<file path="src/rtl/core/vcpi_pkg.sv">
package vcpi_pkg;

    // VRAM depth; must be a power of two so the address wraps by truncation
    localparam int VRAM_BYTES = 131072;
    localparam int VRAM_AW    = $clog2(VRAM_BYTES);

    // CPU port action codes
    localparam logic [2:0] ACT_VRAM_RD  = 3'd0;
    localparam logic [2:0] ACT_VRAM_WR  = 3'd1;
    localparam logic [2:0] ACT_CTRL_WR  = 3'd2;
    localparam logic [2:0] ACT_PAL_WR   = 3'd3;
    localparam logic [2:0] ACT_INDIR_WR = 3'd4;

    // Registers whose contents feed back into the port logic
    localparam logic [5:0] REG_MODE0   = 6'd0;
    localparam logic [5:0] REG_BANK    = 6'd14;
    localparam logic [5:0] REG_PAL_PTR = 6'd16;
    localparam logic [5:0] REG_IND_PTR = 6'd17;

    localparam logic [7:0] IND_PTR_MASK = 8'hbf;

    typedef enum logic [2:0] {
        OP_NONE,
        OP_VRAM_RD,
        OP_VRAM_WR,
        OP_CTRL,
        OP_PAL,
        OP_IND
    } t_op;

    typedef struct packed {
        t_op        op;
        logic [7:0] data;
    } t_cmd;

    typedef struct packed {
        logic [7:0] read_data;
        logic       reg_write_valid;
        logic [5:0] reg_write_index;
        logic [7:0] reg_write_value;
        logic       palette_valid;
        logic [3:0] palette_index;
        logic [7:0] palette_first;
        logic [7:0] palette_second;
    } t_result;

endpackage

</file>
<file path="src/rtl/core/vcpi_fifo.sv">
module vcpi_fifo (
    input  logic           i_clk,
    input  logic           i_rst_n,
    input  logic           i_push,
    input  vcpi_pkg::t_cmd i_cmd,
    output logic           o_full,
    input  logic           i_pop,
    output logic           o_valid,
    output vcpi_pkg::t_cmd o_cmd
);
    import vcpi_pkg::*;

    t_cmd       r_mem [2];
    logic       r_wptr;
    logic       r_rptr;
    logic [1:0] r_count;

    assign o_full  = (r_count == 2'd2);
    assign o_valid = (r_count != 2'd0);
    assign o_cmd   = r_mem[r_rptr];

    always_ff @(posedge i_clk) begin
        if (i_push) begin
            r_mem[r_wptr] <= i_cmd;
        end
    end

    always_ff @(posedge i_clk) begin
        if (!i_rst_n) begin
            r_wptr  <= 1'b0;
            r_rptr  <= 1'b0;
            r_count <= 2'd0;
        end else begin
            if (i_push) begin
                r_wptr <= !r_wptr;
            end
            if (i_pop) begin
                r_rptr <= !r_rptr;
            end
            case ({i_push, i_pop})
                2'b10:   r_count <= r_count + 2'd1;
                2'b01:   r_count <= r_count - 2'd1;
                default: r_count <= r_count;
            endcase
        end
    end
endmodule

</file>
<file path="config.mk">
export PLATFORM = sky130hd
export DESIGN_NAME = vcpi_fifo
export DESIGN_NICKNAME = d
export VERILOG_FILES = /design/src/rtl/core/vcpi_pkg.sv /design/src/rtl/core/vcpi_fifo.sv
export SDC_FILE = /design/constraint.sdc
export NUM_CORES = 1
export LEC_CHECK = 0
export ABC_AREA = 1
export BUFFER_PORTS_ARGS = -buffer_cell sky130_fd_sc_hd__buf_2
export CAP_MARGIN = 25
export CORE_ASPECT_RATIO = 1.2
export CORE_MARGIN = 3
export CORE_UTILIZATION = 40
export CTS_CLUSTER_DIAMETER = 150
export CTS_CLUSTER_SIZE = 8
export DETAILED_ROUTE_END_ITERATION = 8
export PLACE_DENSITY = 0.66
export SYNTH_ARGS = -nofsm -noshare
export SYNTH_HDL_FRONTEND = slang
export SYNTH_SLANG_ARGS = --single-unit
</file>
<file path="constraint.sdc">
create_clock -name i_clk -period 1.25 [get_ports i_clk]
set_input_delay 0.1875 -clock i_clk [delete_from_list [all_inputs] [get_ports i_clk]]
set_output_delay 0.1875 -clock i_clk [all_outputs]
set_load 0.01 [all_outputs]
</file>
==> qor.csv <==
stage;metric;value;unit
run_status;outcome;finished, violations left;
run_status;failing checks;setup timing;
placed_design;IO buf count;27;
global_routing;remaining global-route overflow;0;
setup_path;Crit Path Max Fanout;7;
clock_network;CTS sink count;27;
clock_network;root buf cell;clkbuf_4;
finish;Sequential Area;763;um2
finish;# diodes;0;
clock_network;CTS tree;built;
synthesis;register area share after synthesis;71.8;%
floorplan;Die W;53.0;um
power_and_ir_drop;Leakage;0.589;nW
routing;1st-pass router iterations;2;
global_routing;global-route wire length before repair;2740;um
global_routing;GRT Total Usage;11.0;%
floorplan;# rows;19;
routing;routed vias/inst;4.46;
finish;area occupied by multi-input gates;269;um2
synthesis;synthesized flop and latch total;27;
min_path;hold path start;i_cmd[10];
synthesis;Syn Nets;85;
timing;Final min period;1.45;ns
finish;final core utilization;57.0;%
timing;fmax;691;MHz
timing;Fin. Hold Viols;0;
setup_path;Critical Path Source Type;flip-flop;
clock_network;clk_lat worst skew;0.31;ns
synthesis;post-synthesis cell count;69;
global_routing;largest net degree at the start of global routing;17;
routing;antenna viol nets, final;0;
synthesis;largest area contributor in the netlist;edfxtp_1;
synthesis;cell area after synthesis;1060;um2
clock_network;postcts setup bufs;0;
setup_path;Arr. time, crit path;1.26;ns
timing;Slew @ Worst Pin;0.162;ns
synthesis;yosys warns;0;
job;maxcap violations;0;
power_and_ir_drop;VDD IR max;0.000816;V
clock_network;deepest clock path buffer count;2;
synthesis;synth unique cells;12;
power_and_ir_drop;Power Total;1.70;mW
global_routing;vias in the first global route;652;
finish;Finished Cell Area;1370;um2
clock_network;clk slew on worst S/H paths;0.15;ns
finish;layout cell share with drive strength beyond 1;46.6;%
finish;P&R area growth vs syn;29.2;%
min_path;Hold Crit Class;input pin to flip-flop;
finish;NumNets Final;120;
timing;endpoints failing setup;11;
timing;Final period util;116;%
setup_path;reg2reg start;r_wptr$_SDFFE_PN0P_;
timing;worst relative slew slack;89.1;%
routing;wire per inst;11.8;um
placed_design;gpl congestion;0.566;
timing;Final Slew Violations;0;
routing;detailed-route DRC error count;0;
routing;starting DRC count in detailed routing;13;
floorplan;num ports;28;
synthesis;ranking of synthesized cells by area;edfxtp_1 62%, mux2_4 14%, dfxtp_1 9.4%;
synthesis;Yosys top cell area share;62.3;%
timing;unrepaired setup endpoints after global routing;true;
setup_path;Setup CP Type;flip-flop to output pin;
synthesis;Avg Cell Area, Syn;15.4;um2
finish;Filler Cell Count;198;
setup_path;CP Capture Type;output pin;
routing;DRT Wirelength;1580;um
placed_design;DP Area;1250;um2
power_and_ir_drop;Power Dens Cells;1240;nW/um2
routing;vias;597;
floorplan;Initial Utilization;44.1;%
setup_path;Worst EP required;1.06;ns
floorplan;die span in y;62.4;um
floorplan;die area;3310;um2
timing;setup TNS;-2.08;ns
timing;Final Hold Slack;0.0469;ns
clock_network;CTS H-tree lvls;1;
timing;Final WS setup;-0.197;ns
clock_network;total CTS buffers;3;
global_routing;initial antenna violation count;0;
timing;worst clock skew;0.0137;ns
floorplan;Core ar.;2400;um2
placed_design;DP Wirelength;1210;um
-- final timing paths --
check / endpoint / slack, ns / depth (start not counted)
worst max register to register: r_mem[1][1]$_DFFE_PP_ / 0.28 / 3
worst min register to register: r_wptr$_SDFFE_PN0P_ / 0.51 / 2
worst min-delay path: r_mem[0][10]$_DFFE_PP_ / 0.05 / 1
worst max-delay path: o_cmd[3] / -0.20 / 3
-- flip-flops by register name (all words and copies together), names as in the netlist, named ones only --
| name | count |
|---|---|
| r_rptr | 1 |
| r_count | 2 |
| r_mem | 22 |
| r_wptr | 1 |
-- cells in the mapped netlist --
cell type,instances
edfxtp_1,22
buf_6,1
dfxtp_1,5
mux2_2,1
a21oi_1,1
nor2_1,11
o21ai_0,1
nand4_1,1
mux2_4,10
nand2_1,9
inv_1,6
ha_1,1
-- critical path, cell delays in order (launching register included) --
cell and delay, ns:
dfxtp_2 0.38, buf_8 0.14, mux2_4 0.31, buf_6 0.12
-- per-layer routing --
layer | global-route usage (%) | up-vias | wire (um)
li1 | - | 307 | -
met1 | 11.4 | 269 | 566
met2 | 20.2 | 19 | 873
met3 | 3.10 | 2 | 117
met4 | 3.83 | 0 | 19
met5 | 0 | - | 0
-- where the power goes --
part / total (mW) / switching [mW] / internal, mW
clock: 0.363 / 0.241 / 0.122
sequential: 1.05 / 0.0206 / 1.03
combinational: 0.284 / 0.122 / 0.162
-- placed cells by master, fill, tap and decap left out --
cell        Yosys  layout
clkinvlp_4      0       1
clkbuf_4        0       3
buf_8           0       1
dfxtp_1         5       3
o21ai_0         1       1
buf_2           0      16
dfxtp_2         0       2
nor2_1         11      11
nand2_1         9       9
edfxtp_1       22      22
nand4_1         1       1
a21oi_1         1       1
buf_6           1      12
inv_1           6       6
ha_1            1       1
mux2_4         10      11
buf_4           0       2
-- kinds of logic after synthesis --
group,synth area share (%)
multiplexers,15.2
adder cells (fa/ha/maj),1.18
flip-flops,71.8
AO/OA/AOI/OAI,0.944
buffers and inverters,3.19
AND/OR/NAND/NOR,7.67
-- stage by stage --
stage / setup WS, ns / std cells
final: -0.197 / 134
after global routing: -0.255 / 134
after CTS: -0.209 / 134
after detailed placement: 0.114 / 130
after global placement: 0.138 / 130
after floorplan: 0.0598 / 69
-- what timing repair did --
item / in CTS / in global routing
gates resized for setup: 15 / 2
hold buffers: 0 / 0
gates cloned: 0 / 0
setup endpoints to repair: 11 / 12
-- cell type report --
class                           count  area share (%)
Inverter                            6            1.65
Tap cell                           31            2.83
Multi-Input combinational cell     35            19.7
Clock buffer                        3            1.65
Sequential cell                    27            55.8
Timing Repair Buffer               31            17.9
Clock inverter                      1           0.548
No activity file was read; power rests on OpenSTA's default activity.
